**config.mk**
```make
export PLATFORM = sky130hd
export DESIGN_NAME = beam_break_debounce_rearm
export DESIGN_NICKNAME = d
export VERILOG_FILES = /design/src/hw/rtl/bbdr_pkg.sv /design/src/hw/rtl/beam_break_debounce_rearm.sv
export SDC_FILE = /design/constraint.sdc
export NUM_CORES = 1
export LEC_CHECK = 0
export BUFFER_PORTS_ARGS = -buffer_cell sky130_fd_sc_hd__buf_2
export CAP_MARGIN = 20
export CELL_PAD_IN_SITES_DETAIL_PLACEMENT = 1
export CELL_PAD_IN_SITES_GLOBAL_PLACEMENT = 2
export CORE_UTILIZATION = 40
export DETAILED_ROUTE_END_ITERATION = 10
export PLACE_DENSITY_LB_ADDON = 0.1
export SYNTH_ARGS = -nofsm -noshare
export SYNTH_HDL_FRONTEND = slang
export SYNTH_SLANG_ARGS = --single-unit
```
**constraint.sdc**
```tcl
create_clock -name clk -period 23.2 [get_ports clk]
set_clock_uncertainty 0.2 [all_clocks]
set_input_delay 1.16 -clock clk [delete_from_list [all_inputs] [get_ports clk]]
set_output_delay 1.16 -clock clk [all_outputs]
set_load 0.05 [all_outputs]
```
**src/hw/rtl/bbdr_pkg.sv**
```systemverilog
// ----------------------------------------------------------------------------
// bbdr_pkg: shared constants for the beam-break debounce / rearm block
// Channel count, field widths, stream packing, command and register codes.
// ----------------------------------------------------------------------------
package bbdr_pkg;

  localparam int CHANNELS = 6;
  localparam int CH_W     = $clog2(CHANNELS);

  // field widths
  localparam int MODE_W   = 2;
  localparam int MASK_W   = 6;
  localparam int TIME_W   = 32;
  localparam int CHAN_W   = 3;
  localparam int DEB_W    = 16;

  // stream packing (whole bytes)
  localparam int IN_TDATA_W  = 48;  // raw_levels, now_ms, channel
  localparam int IN_TUSER_W  = MODE_W;
  localparam int OUT_TDATA_W = 24;  // fired, stable, armed, pending
  localparam int IN_USED_W   = MASK_W + TIME_W + CHAN_W;
  localparam int OUT_USED_W  = 1 + 3 * MASK_W;

  // configuration port
  localparam int CFG_IDX_W  = 2;
  localparam int CFG_DATA_W = 32;

  typedef logic [CFG_IDX_W-1:0] cfg_idx_t;
  localparam cfg_idx_t REG_DEBOUNCE = 2'd0;
  localparam cfg_idx_t REG_REARM    = 2'd1;
  localparam cfg_idx_t REG_INVERT   = 2'd2;
  localparam cfg_idx_t REG_USED     = 2'd3;

  // reset values
  localparam logic [DEB_W-1:0]  DEBOUNCE_RST = 16'd30;
  localparam logic [TIME_W-1:0] REARM_RST    = 32'd20000;

  // commands carried in tuser
  typedef logic [MODE_W-1:0] mode_t;
  localparam mode_t MODE_SAMPLE  = 2'd0;
  localparam mode_t MODE_READ    = 2'd1;
  localparam mode_t MODE_RESTORE = 2'd2;

endpackage

```
**src/hw/rtl/beam_break_debounce_rearm.sv**
```systemverilog
// ----------------------------------------------------------------------------
// beam_break_debounce_rearm: six-channel beam debounce with one-shot rearm
// Debounces beam inputs, latches one-shot break events, re-arms after holdoff.
// ----------------------------------------------------------------------------
// Usage
//   in_*  : command stream. tuser = mode (0 sample, 1 read and clear event,
//           2 re-establish channel, 3 no-op). tdata = raw_levels, now_ms and
//           channel. One result per command on out_*.
//   out_* : status stream: fired flag plus stable, armed and pending masks.
//   cfg_* : register writes (debounce_limit, rearm_limit, invert_mask,
//           used_mask), taken any cycle cfg_we is high; write only while idle.
// Sequencing
//   A sample walks the channels with one shared 32-bit subtract/compare unit:
//   each used channel passes the debounce check, the rearm reference select
//   and the rearm check, each unused channel the debounce check alone; then
//   the result is loaded. Read / re-establish / no-op: the command step,
//   then the result load. in_tready is high only in idle, so the next command
//   is taken the cycle after the result is loaded.
// Reset (rst_n low, synchronous): registers to their defaults, all channels
//   armed, other channel state and the fired flag cleared; no result pending.
// Stall: the result sits in the output register; a new command may still be
//   accepted and processed, and its result waits until the old one leaves.
// ----------------------------------------------------------------------------
module beam_break_debounce_rearm (
  input  logic                                clk,
  input  logic                                rst_n,
  // command stream
  input  logic                                in_tvalid,
  output logic                                in_tready,
  input  logic [bbdr_pkg::IN_TDATA_W-1:0]     in_tdata,   // raw_levels, now_ms, channel
  input  logic [bbdr_pkg::IN_TUSER_W-1:0]     in_tuser,   // mode
  // status stream
  output logic                                out_tvalid,
  input  logic                                out_tready,
  output logic [bbdr_pkg::OUT_TDATA_W-1:0]    out_tdata,  // fired, stable, armed, pending
  // register writes
  input  logic                                cfg_we,
  input  logic [bbdr_pkg::CFG_IDX_W-1:0]      cfg_index,
  input  logic [bbdr_pkg::CFG_DATA_W-1:0]     cfg_wdata
);

  localparam int NCH  = bbdr_pkg::CHANNELS;
  localparam int CHW  = bbdr_pkg::CH_W;
  localparam int TW   = bbdr_pkg::TIME_W;
  localparam int MW   = bbdr_pkg::MASK_W;

  typedef enum logic [5:0] {
    S_IDLE  = 6'b000001,
    S_DEB   = 6'b000010,  // raw change + debounce compare
    S_MAX   = 6'b000100,  // rearm reference = later of fire/change time
    S_REARM = 6'b001000,  // rearm holdoff compare
    S_CMD   = 6'b010000,  // read-clear or re-establish one channel
    S_DONE  = 6'b100000   // load output register
  } state_t;

  state_t st_r, st_nxt;

  // configuration
  logic [bbdr_pkg::DEB_W-1:0] debounce_r;
  logic [TW-1:0]              rearm_r;
  logic [MW-1:0]              invert_r;
  logic [MW-1:0]              used_r;

  // captured command
  bbdr_pkg::mode_t            mode_r;
  logic [MW-1:0]              raw_r;
  logic [TW-1:0]              now_r;
  logic [bbdr_pkg::CHAN_W-1:0] chan_r;

  // per-channel state
  logic                       raw_seen_r  [NCH];
  logic                       stable_r    [NCH];
  logic                       event_r     [NCH];
  logic                       armed_r     [NCH];
  logic [TW-1:0]              chg_time_r  [NCH];
  logic [TW-1:0]              fire_time_r [NCH];

  logic [CHW-1:0]             ch_r;
  logic [TW-1:0]              ref_r;
  logic                       fired_r;

  // output register
  logic                       out_valid_r;
  logic [bbdr_pkg::OUT_TDATA_W-1:0] out_data_r;

  // ---------------------------------------------------------------------------
  // Shared subtract / compare unit
  // ---------------------------------------------------------------------------
  logic [TW-1:0] unit_a, unit_b, unit_lim;
  logic [TW:0]   unit_diff;
  logic          unit_borrow, unit_ge;

  logic          cur_raw, raw_chg, cur_broken, ch_used;

  assign ch_used    = used_r[ch_r];
  assign cur_raw    = raw_r[ch_r];
  assign raw_chg    = cur_raw != raw_seen_r[ch_r];
  assign cur_broken = invert_r[ch_r] ? cur_raw : ~cur_raw;

  always_comb begin
    unit_a   = now_r;
    unit_b   = chg_time_r[ch_r];
    unit_lim = {{(TW - bbdr_pkg::DEB_W){1'b0}}, debounce_r};
    case (st_r)
      S_DEB: begin
        unit_b = raw_chg ? now_r : chg_time_r[ch_r];
      end
      S_MAX: begin
        unit_a = chg_time_r[ch_r];
        unit_b = fire_time_r[ch_r];
      end
      S_REARM: begin
        unit_b   = ref_r;
        unit_lim = rearm_r;
      end
      default: ;
    endcase
  end

  assign unit_diff   = {1'b0, unit_a} - {1'b0, unit_b};
  assign unit_borrow = unit_diff[TW];          // a < b
  assign unit_ge     = unit_diff[TW-1:0] >= unit_lim;

  // ---------------------------------------------------------------------------
  // Command decode for modes 1 and 2
  // ---------------------------------------------------------------------------
  logic [CHW-1:0] cmd_idx;
  logic           cmd_ok;
  logic           cmd_raw;

  assign cmd_idx = CHW'(chan_r);
  assign cmd_ok  = (32'(chan_r) < NCH) && used_r[cmd_idx];
  assign cmd_raw = raw_r[cmd_idx];

  // ---------------------------------------------------------------------------
  // Sequencer
  // ---------------------------------------------------------------------------
  logic last_ch;
  logic in_xfer;
  logic out_load;

  assign last_ch  = ch_r == CHW'(NCH - 1);
  assign in_tready = st_r == S_IDLE;
  assign in_xfer  = in_tvalid && in_tready;
  assign out_load = (st_r == S_DONE) && (!out_valid_r || out_tready);

  always_comb begin
    st_nxt = st_r;
    case (st_r)
      S_IDLE: begin
        if (in_tvalid) begin
          st_nxt = (in_tuser == bbdr_pkg::MODE_SAMPLE) ? S_DEB : S_CMD;
        end
      end
      S_DEB: begin
        if (ch_used) st_nxt = S_MAX;
        else if (last_ch) st_nxt = S_DONE;
      end
      S_MAX:   st_nxt = S_REARM;
      S_REARM: st_nxt = last_ch ? S_DONE : S_DEB;
      S_CMD:   st_nxt = S_DONE;
      S_DONE: begin
        if (out_load) st_nxt = S_IDLE;
      end
      default: st_nxt = S_IDLE;
    endcase
  end

  always_ff @(posedge clk) begin
    if (!rst_n) begin
      st_r <= S_IDLE;
      ch_r <= '0;
    end else begin
      st_r <= st_nxt;
      if (in_xfer) begin
        ch_r <= '0;
      end else if ((st_r == S_DEB && !ch_used && !last_ch) ||
                   (st_r == S_REARM && !last_ch)) begin
        ch_r <= ch_r + 1'b1;
      end
    end
  end

  // command capture
  always_ff @(posedge clk) begin
    if (in_xfer) begin
      mode_r <= in_tuser;
      raw_r  <= in_tdata[MW-1:0];
      now_r  <= in_tdata[MW +: TW];
      chan_r <= in_tdata[MW + TW +: bbdr_pkg::CHAN_W];
    end
  end

  // configuration registers
  always_ff @(posedge clk) begin
    if (!rst_n) begin
      debounce_r <= bbdr_pkg::DEBOUNCE_RST;
      rearm_r    <= bbdr_pkg::REARM_RST;
      invert_r   <= '0;
      used_r     <= '0;
    end else if (cfg_we) begin
      case (cfg_index)
        bbdr_pkg::REG_DEBOUNCE: debounce_r <= cfg_wdata[bbdr_pkg::DEB_W-1:0];
        bbdr_pkg::REG_REARM:    rearm_r    <= cfg_wdata[TW-1:0];
        bbdr_pkg::REG_INVERT:   invert_r   <= cfg_wdata[MW-1:0];
        bbdr_pkg::REG_USED:     used_r     <= cfg_wdata[MW-1:0];
        default: ;
      endcase
    end
  end

  // ---------------------------------------------------------------------------
  // Channel state updates
  // ---------------------------------------------------------------------------
  always_ff @(posedge clk) begin
    if (!rst_n) begin
      for (int i = 0; i < NCH; i++) begin
        raw_seen_r[i]  <= 1'b0;
        stable_r[i]    <= 1'b0;
        event_r[i]     <= 1'b0;
        armed_r[i]     <= 1'b1;
        chg_time_r[i]  <= '0;
        fire_time_r[i] <= '0;
      end
      fired_r <= 1'b0;
    end else begin
      case (st_r)
        S_IDLE: begin
          if (in_xfer) fired_r <= 1'b0;
        end
        S_DEB: begin
          if (ch_used) begin
            if (raw_chg) begin
              raw_seen_r[ch_r] <= cur_raw;
              chg_time_r[ch_r] <= now_r;
            end
            // stable edge; into broken fires once if armed
            if (unit_ge && (cur_broken != stable_r[ch_r])) begin
              stable_r[ch_r] <= cur_broken;
              if (cur_broken && armed_r[ch_r]) begin
                event_r[ch_r]     <= 1'b1;
                armed_r[ch_r]     <= 1'b0;
                fire_time_r[ch_r] <= now_r;
              end
            end
          end
        end
        S_REARM: begin
          if (!armed_r[ch_r] && !stable_r[ch_r] && unit_ge) armed_r[ch_r] <= 1'b1;
        end
        S_CMD: begin
          if (cmd_ok) begin
            if (mode_r == bbdr_pkg::MODE_READ) begin
              fired_r          <= event_r[cmd_idx];
              event_r[cmd_idx] <= 1'b0;
            end else if (mode_r == bbdr_pkg::MODE_RESTORE) begin
              raw_seen_r[cmd_idx] <= cmd_raw;
              stable_r[cmd_idx]   <= invert_r[cmd_idx] ? cmd_raw : ~cmd_raw;
              event_r[cmd_idx]    <= 1'b0;
              armed_r[cmd_idx]    <= 1'b1;
              chg_time_r[cmd_idx] <= now_r;
            end
          end
        end
        default: ;
      endcase
    end
  end

  // rearm reference: later of fire time and change time
  always_ff @(posedge clk) begin
    if (st_r == S_MAX) begin
      ref_r <= unit_borrow ? fire_time_r[ch_r] : chg_time_r[ch_r];
    end
  end

  // ---------------------------------------------------------------------------
  // Output register
  // ---------------------------------------------------------------------------
  logic [MW-1:0] smask, amask, pmask;

  always_comb begin
    smask = '0;
    amask = '0;
    pmask = '0;
    for (int i = 0; i < NCH; i++) begin
      smask[i] = stable_r[i];
      amask[i] = armed_r[i];
      pmask[i] = event_r[i];
    end
  end

  always_ff @(posedge clk) begin
    if (!rst_n) begin
      out_valid_r <= 1'b0;
    end else if (out_load) begin
      out_valid_r <= 1'b1;
    end else if (out_tready) begin
      out_valid_r <= 1'b0;
    end
  end

  always_ff @(posedge clk) begin
    if (out_load) begin
      out_data_r <= {{(bbdr_pkg::OUT_TDATA_W - bbdr_pkg::OUT_USED_W){1'b0}},
                     pmask, amask, smask, fired_r};
    end
  end

  assign out_tvalid = out_valid_r;
  assign out_tdata  = out_data_r;

  // ---------------------------------------------------------------------------
  // Assertions
  // ---------------------------------------------------------------------------
  a_one_cmd_at_a_time: assert property (@(posedge clk) disable iff (!rst_n)
    in_tvalid && in_tready |=> !in_tready)
    else $error("command accepted while previous one in flight");

  a_ch_in_range: assert property (@(posedge clk) disable iff (!rst_n)
    32'(ch_r) < NCH)
    else $error("channel walk counter out of range");

  a_out_from_done: assert property (@(posedge clk) disable iff (!rst_n)
    $rose(out_valid_r) |-> $past(st_r == S_DONE))
    else $error("result loaded outside done state");

  a_fired_only_read: assert property (@(posedge clk) disable iff (!rst_n)
    (st_r == S_DONE) && fired_r |-> mode_r == bbdr_pkg::MODE_READ)
    else $error("fired set by a command other than read");

endmodule
```
After elaboration in Yosys (flattened, before gate mapping):

Memory sizes are Yosys's and may differ from the RTL's. A register that Yosys moved wholly into a read port is not among the register bits.
Index checks and enable logic that the tools add are counted.

* bitwise logic cells: 5
* mux-type cells: 110
* magnitude comparators: 4
* multipliers: 0
* shift operators: 0
* divide/modulo/power cells: 0
* reduce and logical (&&, ||, !) cells: 39
* $add $sub $neg: 2
* eq/ne operators: 20

Operators with widths (count)
* 32-bit two-way mux: 7
* 32-bit one-hot mux with 3 select lines: 1
* 32-bit OR reduction: 3
* 1-bit two-way mux: 66
* 3-bit two-way mux: 22
* 6-bit one-hot mux with 6 select lines: 1
* 32-bit by 32-bit subtractor with 33-bit output: 1
* 32-bit >= comparator: 1
* 6-bit two-way mux: 5
* 1-bit binary-select mux with 3-bit select: 6
* 1-bit logical AND: 10
* 3-bit by 4-bit < comparator with 1-bit output, second input constant: 2
* 2-bit inequality test, second input constant: 4
* 2-bit AND reduction: 4
* 1-bit OR reduction: 8
* 2-bit == test, second input constant: 3
* 6-bit by 1-bit == test with 1-bit output, second input constant: 1
* 6-bit by 2-bit == test with 1-bit output, second input constant: 1
* 6-bit by 3-bit == test with 1-bit output, second input constant: 1
* 6-bit by 4-bit == test with 1-bit output, second input constant: 1
* 6-bit by 5-bit == test with 1-bit output, second input constant: 1
* 6-bit == test, second input constant: 1
* 1-bit zero test: 5
* 5-bit two-way mux: 1
* 16 further kinds: 24

* memories: 6
* bits in registers: 165
* latch bits: 0
* output and inout bits: 26
* input port bits: 89
* RAM bits: 408
* word-level logic and storage cells: 200
* ROM bits: 0

Memory list
* chg_time_r: depth 6, bits a word 32, read ports 1, clocked after memory_dff 1, wr ports 6, line beam_break_debounce_rearm.sv:75 `logic [TW-1:0] chg_time_r [NCH];`
* fire_time_r: depth 6, bits a word 32, read ports 1, clocked after memory_dff 1, wr ports 6, line beam_break_debounce_rearm.sv:76 `logic [TW-1:0] fire_time_r [NCH];`
* armed_r: depth 6, bits a word 1, read ports 7, clocked after memory_dff 7, wr ports 6, line beam_break_debounce_rearm.sv:74 `logic armed_r [NCH];`
* event_r: depth 6, bits a word 1, read ports 7, clocked after memory_dff 7, wr ports 6, line beam_break_debounce_rearm.sv:73 `logic event_r [NCH];`
* raw_seen_r: depth 6, bits a word 1, read ports 1, clocked after memory_dff 1, wr ports 6, line beam_break_debounce_rearm.sv:71 `logic raw_seen_r [NCH];`
* stable_r: depth 6, bits a word 1, read ports 7, clocked after memory_dff 7, wr ports 6, line beam_break_debounce_rearm.sv:72 `logic stable_r [NCH];`

Logic depth before layout (Yosys ltp):

Gate-level depths: netlist (run 1).

* depth in word-level cells: 17
* gate-level depth with buffers: 31
* gate-level depth less buffers: 26

Least setup slack after synthesis (run 1):

No wires, ideal clock.

* path kind: register to register
* start point: register with a tool-made name
* end point: memory fire_time_r[3][0] in the netlist's numbering (enable)
* cell stages (with the launch flop): 25
* setup time: 389 ps
* path buffers: 5
* slack: 15247 ps
* arrival time: 7364 ps
* clock period less this slack: 7953 ps
* data required time: 22611 ps
* cell sequence: dfxtp_1 > clkbuf_1 > clkbuf_1 > clkbuf_1 > buf_1 > mux4_2 > mux2i_1 > nor3_1 > a211oi_1 > ha_1 > nor2b_1 > o31a_1 > o2111a_1 > a2111oi_0 > o2111ai_1 > a31oi_1 > o311ai_0 > ha_1 > nand4_1 > nor4_1 > o21ai_1 > a2111oi_4 > nand3_4 > buf_2 > nand2_1

RTL lines (line)
* to (decl): beam_break_debounce_rearm.sv:76

==> summary.md, run 1 <==
| Metric | Value |
|---|---|
| Status | `completed` |
| Top_reg_cell synth | `edfxtp_1` |
| Initial DRC count | `1457` |
| PortBufs | `102` |
| Setup TNS | `0 ps` |
| Hold_ws | `252.2 ps` |
| First-pass GRT wire length | `150100 microns` |
| WL/cell | `approximately 25 microns` |
| Clk_lat worst skew | `between 600 and 700 ps` |
| Fmax | `84.68 MHz` |
| Crit-path max cell delay | `990 ps` |
| Netlist cell types | `83` |
| CTS sink count | `715` |
| Area grow syn2layout | `14.24%` |
| Die area | `around 0.085 sq mm` |
| VDD IR max | `0.05216 mV` |
| All-Layer GR Usage | `0.2372` |
| Final Max Tran Viols | `0` |
| Start point of the critical path | `st_r[5]` |
| Fin crit share | `0.5090` |
| Vias/cell | `5.530` |
| Total CTS buffers | `80` |
| CTS tree | `done` |
| Hold Path Depth | `0` |
| Reg clk slew, reported paths | `60 ps` |
| Setup violators final | `0` |
| Detail Placement HPWL | `about 63000 microns` |
| Root buffer cell | `clkbuf_16` |
| Min cycle time layout | `11810 ps` |
| Power Density | `79.61 mW/mm^2` |
| Initial antenna violation count | `1` |
| Mapped Avg Cell Area | `12.70 sq um` |
| Worst-Margin Slew | `approximately 1100 ps` |
| Synth Warn # | `0` |
| Nets | `3019` |
| Routability cong. | `0.8074` |
| Most instantiated library cell after synthesis | `edfxtp_1` |
| Post-synthesis sequential area ratio | `0.6100` |
| TritonRoute pass-1 iters | `5` |
| Critical path startpoint category | `flip-flop` |
| Reg2reg path depth | `27` |
| Crit end category | `flip-flop` |
| Syn Inst Count | `2652` |
| Number of H-tree levels | `3` |
| Vias in the first global route | `23590` |
| CP arrival | `around 12000 ps` |
| Post-CTS Setup Repair Bufs | `0` |
| Classification of the worst setup path | `reg -> reg` |
| Share of cells above drive strength 1 | `0.1603` |
| Hold WC Path Type | `reg -> reg` |
| Core Region | `0.08356 sq mm` |
| Share of synthesized registers carrying an async set or reset | `0` |
| Die Ht | `292.2 microns` |
| Post-route ant nets | `0` |
| CTS Buffer Depth | `3` |
| Slew margin rel. | `0.2384` |
| Top cells by count, synth | `edfxtp_1 (623), nand2_1 (364), nor2_1 (350), mux4_2 (142), o21ai_0 (133)` |
| Post-synth EDFFs | `623` |
| Post-synthesis register bit count | `715` |
| Synthesized area | `0.03369 sq mm` |
| Cell mode on critical path | `buf_4` |
| Critical Path Fanout Max | `63` |
| Crit path to | `fire_time_r[3][17]` |
| Critical R2R Capture | `fire_time_r[3][17]` |
| FF-to-FF Start | `st_r[5]` |
| Initial core utilization | `0.4032` |
| Total vias in the final route | `between 20000 and 25000` |
| MaxCap Viol Count | `0` |
| Cts hold-fix bufs | `0` |
| Worst endpoint required time | `between 20000 and 25000 ps` |
| Post-synth top area share | `0.5553` |
| Drt total wl | `about 100000 microns` |
| Fin. Hold Viols | `0` |
| Largest net degree at the start of global routing | `between 60 and 70` |
| Largest area contributor in the netlist | `edfxtp_1` |
| Remaining global-route overflow | `0` |
| Std cell rows | `106` |
| Largest cells by area after synthesis | `edfxtp_1 (56%), mux4_2 (9.5%), dfxtp_1 (5.5%), nand2_1 (4.1%), nor2_1 (3.9%)` |
| Static Leakage | `about 14 nW` |
| Unrepaired setup endpoints after global routing | `no` |
| Die W | `around 300 microns` |
| DRC errors left | `0` |
| Critical-path top delay cell | `nand2_1` |
| CTS resizes | `0` |
| FF-to-FF setup slack | `around 11000 ps` |
| Top Ports | `115` |
## sequential cells by signal, indices dropped and copies added (netlist names), named ones only
| register | flops |
|---|---|
| raw_seen_r | 8 |
| invert_r | 6 |
| armed_r | 8 |
| st_r | 6 |
| rearm_r | 32 |
| chg_time_r | 256 |
| now_r | 32 |
| stable_r | 8 |
| fired_r | 1 |
| raw_r | 6 |
| mode_r | 2 |
| used_r | 6 |
| debounce_r | 16 |
| ref_r | 32 |
| chan_r | 3 |
| out_tdata | 19 |
| fire_time_r | 256 |
| event_r | 8 |
| ch_r | 3 |
| out_tvalid | 1 |
## kinds of logic after synthesis
kind of cell,Yosys count,synth area share
buf+inv,259,0.03250
compound gates,389,0.07402
fa+ha+maj,67,0.02511
xor+xnor,33,0.008579
mux,258,0.1298
simple gates,930,0.1199
other cells,1,0.0001113
flops,715,0.6100
## through the flow
step	util	std cells	worst slack, ps	cell area (sq um)	power (mW)
after global placement	0.4285	3859	11270	35800	1.775
final	0.4606	4007	11390	38490	3.064
after CTS	0.4604	4004	11150	38470	3.094
after global routing	0.4606	4005	10720	38480	3.167
after detailed placement	0.4286	3860	11200	35810	1.787
after floorplan	-	2790	15250	34210	1.666
## cell usage in the layout, fill, tap and decap left out, drive strengths merged, types with 6 or more instances in the layout
cell,count
a31o,7
inv,95
o21a,8
edfxtp,623
mux2i,108
a32o,6
a41oi,6
and3,11
nand2b,11
dfxtp,92
a31oi,12
xor2,8
mux2,8
conb,139
nand2,365
a211oi,36
a21boi,35
clkinv,37
clkbuf,92
nor2,351
nand4,11
nor3,32
mux4,142
buf,156
nand3,30
nand3b,11
xnor2,25
nor2b,13
bufinv,12
o21ai,136
a21oi,84
a21o,20
and2,67
ha,66
## how the worst min path moves through the flow
stage,start,endpoint
2_1_floorplan,fired_r,out_tdata[0]
3_5_place_dp,event_r[5],out_tdata[18]
4_1_cts,fired_r,out_tdata[0]
6_report,fired_r,out_tdata[0]
3_3_place_gp,stable_r[5],out_tdata[6]
5_1_grt,fired_r,out_tdata[0]
## routing by layer
metal / global-route usage / wire [microns] / up-vias
met5: 0 / 0 / -
met4: 0.06791 / 2615 / 0
met3: 0.02792 / 4147 / 140
met2: 0.4095 / 49730 / 492
met1: 0.3146 / 43440 / 11500
li1: - / - / 10030
## worst max-delay path: cells and delay by family (launching register included)
family | cells | cell delay (ps)
compound gates | 9 | 3500
fa+ha+maj | 2 | 690
flops | 1 | 330
simple gates | 9 | 3300
buf+inv | 7 | 3310
## layout make-up
| type | instances | area [sq um] |
|---|---|---|
| Sequential cell | 715 | 20560 |
| Clock inverter | 52 | 568.0 |
| Tap cell | 1080 | 1351 |
| Clock buffer | 92 | 2088 |
| Antenna cell | 2 | 5.005 |
| Fill cell | 8717 | 45070 |
| Multi-Input combinational cell | 1816 | 12620 |
| Inverter | 94 | 352.8 |
| Timing Repair Buffer | 156 | 939.7 |
## power by group
part | total, mW | switching (mW) | internal [mW] | leakage, nW
Combinational | 0.287 | 0.190 | 0.0972 | 5.66
Sequential | 1.47 | 0.0295 | 1.44 | 7.07
Clock | 1.31 | 0.528 | 0.777 | 1.30
Note: power is estimated with default switching activity, not from simulation.
==> inputs of run 2 (changes only) <==
--- a/config.mk
+++ b/config.mk
@@ -5,6 +5,7 @@
 export SDC_FILE = /design/constraint.sdc
 export NUM_CORES = 1
 export LEC_CHECK = 0
+export ABC_AREA = 1
 export BUFFER_PORTS_ARGS = -buffer_cell sky130_fd_sc_hd__buf_2
 export CAP_MARGIN = 20
 export CELL_PAD_IN_SITES_DETAIL_PLACEMENT = 1
==> constraint.sdc (replaced) <==
create_clock -name clk -period 10.9 [get_ports clk]
set_clock_uncertainty 0.2 [all_clocks]
set_input_delay 0.545 -clock clk [delete_from_list [all_inputs] [get_ports clk]]
set_output_delay 0.545 -clock clk [all_outputs]
set_load 0.05 [all_outputs]
==> run 2 against run 1 <==
Total power increased by 110%; flip-flop and latch count unchanged; die area increased by 0.99%; global-route usage increased by 2.5 points; register-to-register slack got worse by 9500 ps; sequential share of layout area decreased by 1.3 points; first-iteration DRC count decreased by 0.21%; clock-buffer cell count increased by 13; fmax increased by 32%; sequential power increased by 110%; critical endpoint is now fire_time_r[3][1]; largest cell class unchanged; highest routed layer unchanged.
==> summary.md, run 2 <==
| Metric | Value |
|---|---|
| Area grow syn2layout | `15.87%` |
| Post-route ant nets | `0` |
| Die Ht | `293.7 microns` |
| Fillers | `9394` |
| Initial DRC count | `about 1500` |
| Top Ports | `115` |
| Min cycle time layout | `8964 ps` |
| Hold WC Path Type | `in -> reg` |
| Post-synthesis sequential area ratio | `0.6039` |
| Total vias in the final route | `26440` |
| Fin crit share | `0.8224` |
| MaxCap Viol Count | `0` |
| Final Max Tran Viols | `0` |
| Final Util | `0.4696` |
| Cell mode on critical path | `nand2_1` |
| CP arrival | `9130 ps` |
| Largest area contributor in the netlist | `edfxtp_1` |
| Largest registers | `chg_time_r x256, fire_time_r x256` |
| Crit-path max cell delay | `760 ps` |
| Die W | `293.7 microns` |
| Most instantiated library cell after synthesis | `nor2_1` |
| Syn Inst Count | `3487` |
| Post-route cell area | `0.03943 sq mm` |
| Crit end category | `flip-flop` |
| Power Density | `165.9 mW/mm^2` |
| CTS sink count | `slightly above 700` |
| Clk_lat worst skew | `650 ps` |
| Mapped Avg Cell Area | `9.758 sq um` |
| Worst-Margin Slew | `roughly 1100 ps` |
| Fin. Hold Viols | `0` |
| Critical path startpoint category | `flip-flop` |
| Post-synth top area share | `0.5498` |
| Status | `completed` |
| CTS Buffer Depth | `3` |
| Share of synthesized registers carrying an async set or reset | `0` |
| Core Region | `0.08395 sq mm` |
| Share of cells above drive strength 1 | `0.1083` |
| First-pass GRT wire length | `~170000 microns` |
| Largest cells by area after synthesis | `edfxtp_1 (55%), nor2_1 (8.4%), nand2_1 (6.2%), dfxtp_1 (5.4%), o21ai_0 (5.3%)` |
| Post-CTS Setup Repair Bufs | `0` |
| Setup TNS | `0 ps` |
| Area after DPL | `0.03602 sq mm` |
| Critical Path Fanout Max | `25` |
| WP buf/inv | `5` |
| CP top delay family | `simple AND/OR/NAND/NOR gates` |
| Fmax | `around 110 MHz` |
| Routability cong. | `0.8451` |
| DRC errors left | `0` |
| Reg clk slew, reported paths | `60 ps` |
| Most frequent cells in the layout | `nor2_1 (758), edfxtp_1 (623), nand2_1 (564)` |
| CTS resizes | `0` |
| TritonRoute pass-1 iters | `5` |
| PortBufs | `102` |
| Initial antenna violation count | `0` |
| Post-synth EDFFs | `between 600 and 700` |
| Die area | `roughly 0.086 sq mm` |
| Hold_ws | `28.57 ps` |
| Number of H-tree levels | `3` |
| Drt total wl | `roughly 110000 microns` |
| Top cells by count, synth | `nor2_1 (762), edfxtp_1 (623), nand2_1 (564), o21ai_0 (359), inv_1 (176)` |
| Initial core utilization | `0.4053` |
| Vias in the first global route | `28320` |
| Vias/cell | `5.353` |
| Synth Warn # | `0` |
| Detail Placement HPWL | `71710 microns` |
| Largest net degree at the start of global routing | `178` |
| Top_reg_cell synth | `edfxtp_1` |
| Remaining global-route overflow | `0` |
| Classification of the worst setup path | `reg -> reg` |
| CTS tree | `done` |
| Total CTS buffers | `81` |
| Cts hold-fix bufs | `74` |
| Slew margin rel. | `0.2793` |
| Root buffer cell | `clkbuf_16` |
| Critical-path top delay cell | `dfxtp_1` |
| Netlist cell types | `67` |
| Overall Power | `6.540 mW` |
| Setup violators final | `0` |
| Synthesized area | `~0.034 sq mm` |
| Worst endpoint required time | `11060 ps` |
| Unrepaired setup endpoints after global routing | `no` |
| All-Layer GR Usage | `0.2621` |
| Commonest non-fill, non-tap cell in the layout | `nor2_1` |
| WL/cell | `approximately 23 microns` |
| Std cell rows | `106` |
| Nets | `3894` |
| Post-synthesis register bit count | `715` |
| Static Leakage | `15.21 nW` |
| VDD IR max | `approximately 0.13 mV` |
run 2: cell types whose count changed after synthesis, moves of 32 or more:
cell	delta
nand3_1	+78
a21oi_1	+48
mux4_2	-142
o21ai_0	+226
and2_1	-65
inv_2	+32
clkbuf_1	+32
mux2i_1	-91
inv_1	+84
o22ai_1	+77
nor2_1	+412
nor2_2	+33
nand2_1	+200
a21boi_0	-34
run 2: kinds of logic (layout without fill, tap and decap cells):
kind of cell    after synthesis  in the layout  synth area share
simple gates               1556           1556            0.1908
flops                       715            715            0.6039
compound gates              691            691            0.1166
buf+inv                     411            589           0.05126
fa+ha+maj                    67             67           0.02486
xor+xnor                     30             30          0.007722
mux                          16             16          0.004707
other cells                   1            140         0.0001102
run 2: report_power, final:
| group | switching (mW) | internal (mW) |
|---|---|---|
| Combinational | 0.484 | 0.217 |
| Sequential | 0.0459 | 3.08 |
| Clock | 1.16 | 1.55 |
run 2: per-stage QoR:
step / instances / setup slack [ps]
CTS: 4936 / 1964
floorplan: 3625 / 3971
finish: 4938 / 1936
global route: 4937 / 1344
detailed placement: 4714 / 1988
global placement: 4712 / 2067
run 2: routing by layer:
metal	track usage	vias up	wire length, microns
met1	0.3275	13380	48170
met2	0.4628	519	56350
met5	0	-	0
met3	0.02787	184	3920
met4	0.1038	0	4331
li1	-	12350	-
run 2: final timing paths:
kind	startpoint	to	slack, ps	cells after the start
worst max register to register	ch_r[0]	fire_time_r[3][1]	1940	36
worst max-delay path	ch_r[0]	fire_time_r[3][1]	1940	36
worst min-delay path	out_tready	out_tvalid	30	4
worst min register to register	event_r[2]	out_tdata[15]	260	0
run 2: area by class of cell:
| cell class | count | area (sq um) | share of cell area |
|---|---|---|---|
| Timing Repair Buffer | 227 | 1717 | 0.04354 |
| Inverter | 214 | 815.8 | 0.02069 |
| Sequential cell | 715 | 20560 | 0.5214 |
| Antenna cell | 1 | 2.502 | 0.00006347 |
| Clock inverter | 43 | 437.9 | 0.01111 |
| Clock buffer | 105 | 2197 | 0.05572 |
| Tap cell | 1134 | 1419 | 0.03599 |
| Multi-Input combinational cell | 2499 | 12280 | 0.3115 |
run 2: worst min-delay path, cell delays in order:
cell     delay, ps
buf_2           80
nor2_1          60
inv_1           60
a21oi_1         60
==> inputs of run 3 (changes only) <==
--- a/config.mk
+++ b/config.mk
@@ -10,7 +10,7 @@
 export CAP_MARGIN = 20
 export CELL_PAD_IN_SITES_DETAIL_PLACEMENT = 1
 export CELL_PAD_IN_SITES_GLOBAL_PLACEMENT = 2
-export CORE_UTILIZATION = 40
+export CORE_UTILIZATION = 37
 export DETAILED_ROUTE_END_ITERATION = 10
 export PLACE_DENSITY_LB_ADDON = 0.1
 export SYNTH_ARGS = -nofsm -noshare
==> constraint.sdc (replaced) <==
create_clock -name clk -period 8.15 [get_ports clk]
set_clock_uncertainty 0.2 [all_clocks]
set_input_delay 0.4075 -clock clk [delete_from_list [all_inputs] [get_ports clk]]
set_output_delay 0.4075 -clock clk [all_outputs]
set_load 0.05 [all_outputs]
==> run 3 against run 2 <==
Total power increased by 33%; fmax rose by 20%; wire length up 0.95%; hold slack improved by 20 ps; cell area up 1.9%; sequential power is 34% higher; first-iteration DRC count up 15%; clock-buffer cell count grew 8; global-route usage decreased by 1.7 points; final cell count is 2.1% higher.
==> summary.md, run 3 (synthesis results as in run 2) <==
| Metric | Value |
|---|---|
| Post-route cell area | `0.04016 sq mm` |
| Area grow syn2layout | `18.04%` |
| Crit end category | `flip-flop` |
| Classification of the worst setup path | `reg -> reg` |
| Hold WC Path Type | `in -> reg` |
| WP buf/inv | `5` |
| Top Ports | `approximately 120` |
| Static Leakage | `15.57 nW` |
| Power Density | `216.2 mW/mm^2` |
| Vias/cell | `5.284` |
| First-pass GRT wire length | `172800 microns` |
| # diodes | `0` |
| FF-to-FF Start | `ch_r[0]` |
| Fin. Hold Viols | `0` |
| Reg clk slew, reported paths | `60 ps` |
| Reg2reg path depth | `37` |
| Post-route ant nets | `0` |
| Slew margin rel. | `0.2721` |
| Drt total wl | `around 110000 microns` |
| Fin crit share | `0.9195` |
| WHS Endpoint | `invert_r[5]` |
| TritonRoute pass-1 iters | `5` |
| CTS tree | `done` |
| CP arrival | `7620 ps` |
| Fillers | `between 10000 and 15000` |
| Overall Power | `roughly 8.7 mW` |
| Core Region | `0.09056 sq mm` |
| Area after DPL | `approximately 0.037 sq mm` |
| Most frequent cells in the layout | `nor2_1 (758), edfxtp_1 (623), nand2_1 (563)` |
| Remaining global-route overflow | `0` |
| Dpl ws | `slightly above 500 ps` |
| Largest registers | `chg_time_r x256, fire_time_r x256` |
| Initial DRC count | `1670` |
| Die area | `0.09318 sq mm` |
| Post-route worst setup slack | `656.1 ps` |
| Std cell rows | `110` |
| Initial core utilization | `0.3757` |
| FF-to-FF setup slack | `660 ps` |
| MaxCap Viol Count | `0` |
| Setup TNS | `0 ps` |
| Min cycle time layout | `roughly 7500 ps` |
| Routability cong. | `0.8391` |
| Unrepaired setup endpoints after global routing | `no` |
| Critical path startpoint category | `flip-flop` |
| Critical-path top delay cell | `a221oi_1` |
| Worst-Margin Slew | `1089 ps` |
| Critical R2R Capture | `fire_time_r[4][10]` |
| Min-delay src | `cfg_we` |
| Initial antenna violation count | `0` |
| Cell mode on critical path | `nand2_1` |
| Nets | `around 4000` |
| Status | `completed` |
| DRC errors left | `0` |
| VDD IR max | `0.1482 mV` |
| Total vias in the final route | `26630` |
| CTS Buffer Depth | `3` |
| PortBufs | `102` |
| Total CTS buffers | `83` |
| Die W | `approximately 310 microns` |
| Share of cells above drive strength 1 | `0.1178` |
| Number of H-tree levels | `3` |
| Fmax | `133.4 MHz` |
| Commonest non-fill, non-tap cell in the layout | `nor2_1` |
| Hold Path Depth | `5` |
| Crit-path max cell delay | `between 400 and 500 ps` |
| WL/cell | `22.59 microns` |
| Setup violators final | `0` |
| Final Max Tran Viols | `0` |
| Clk_lat worst skew | `around 660 ps` |
| Die Ht | `305.3 microns` |
| Detail Placement HPWL | `72790 microns` |
| Worst endpoint required time | `between 8000 and 9000 ps` |
| Largest net degree at the start of global routing | `157` |
| All-Layer GR Usage | `0.2454` |
| Vias in the first global route | `28550` |
| CP top delay family | `simple AND/OR/NAND/NOR gates` |
| Root buffer cell | `clkbuf_16` |
| Final Util | `0.4435` |
| CTS sink count | `715` |
| Critical Path Fanout Max | `26` |
run 3: metrics by stage:
| step | hold slack (ps) | std cells |
|---|---|---|
| detailed placement | 247.0 | 4808 |
| CTS | 5.269 | 5038 |
| floorplan | 208.8 | 3625 |
| global placement | 238.4 | 4805 |
| finish | 48.87 | 5040 |
| global route | 43.90 | 5040 |
run 3: repair_timing:
action	4_1_cts	5_1_grt
setup buffers	0	0
resized for setup	0	2
endpoints found under the setup margin	0	109
hold buffers	79	0
hold endpoints to repair	111	0
run 3: cell type report:
type / instances / area (sq um) / area share
flip-flops and latches: 715 / 20560 / 0.5119
multi-input cells: 2499 / 12280 / 0.3058
repair buffers: 285 / 2482 / 0.06181
well taps: 1176 / 1471 / 0.03664
inverters: 214 / 817.0 / 0.02034
clock buffers: 113 / 2253 / 0.05611
clock inverters: 38 / 300.3 / 0.007477
run 3: layer usage:
layer  wire, microns  vias to the layer above  track usage
met2           56450                      498       0.4308
met5               0                        -            0
met4            4128                        0      0.08811
met3            4050                      179      0.02856
met1           49210                    13460       0.3108
li1                -                    12500            -
run 3: worst register-to-register path, delay by kind of cell, from the launching register on:
| family | cells | cell delay (ps) |
|---|---|---|
| compound gates | 5 | 1340 |
| xor+xnor | 1 | 180 |
| fa+ha+maj | 2 | 670 |
| buf+inv | 5 | 1090 |
| flops | 1 | 340 |
| simple gates | 24 | 3320 |
run 3: how the worst max path moves through the flow:
| stage | startpoint | endpoint | slack (ps) | cells past startpoint |
|---|---|---|---|---|
| 2_1_floorplan | st_r[0] | fire_time_r[4][0] | 1220 | 31 |
| 3_3_place_gp | ch_r[0] | fire_time_r[3][8] | 540 | 37 |
| 3_5_place_dp | ch_r[0] | fire_time_r[3][8] | 500 | 37 |
| 4_1_cts | ch_r[0] | fire_time_r[3][13] | 480 | 37 |
| 5_1_grt | ch_r[0] | fire_time_r[3][13] | 90 | 38 |
| 6_report | ch_r[0] | fire_time_r[4][10] | 660 | 37 |
run 3: power by group:
group / switching, mW / total (mW) / internal, mW
registers: 0.0610 / 4.18 / 4.12
clock network: 1.51 / 3.54 / 2.03
logic: 0.651 / 0.968 / 0.317
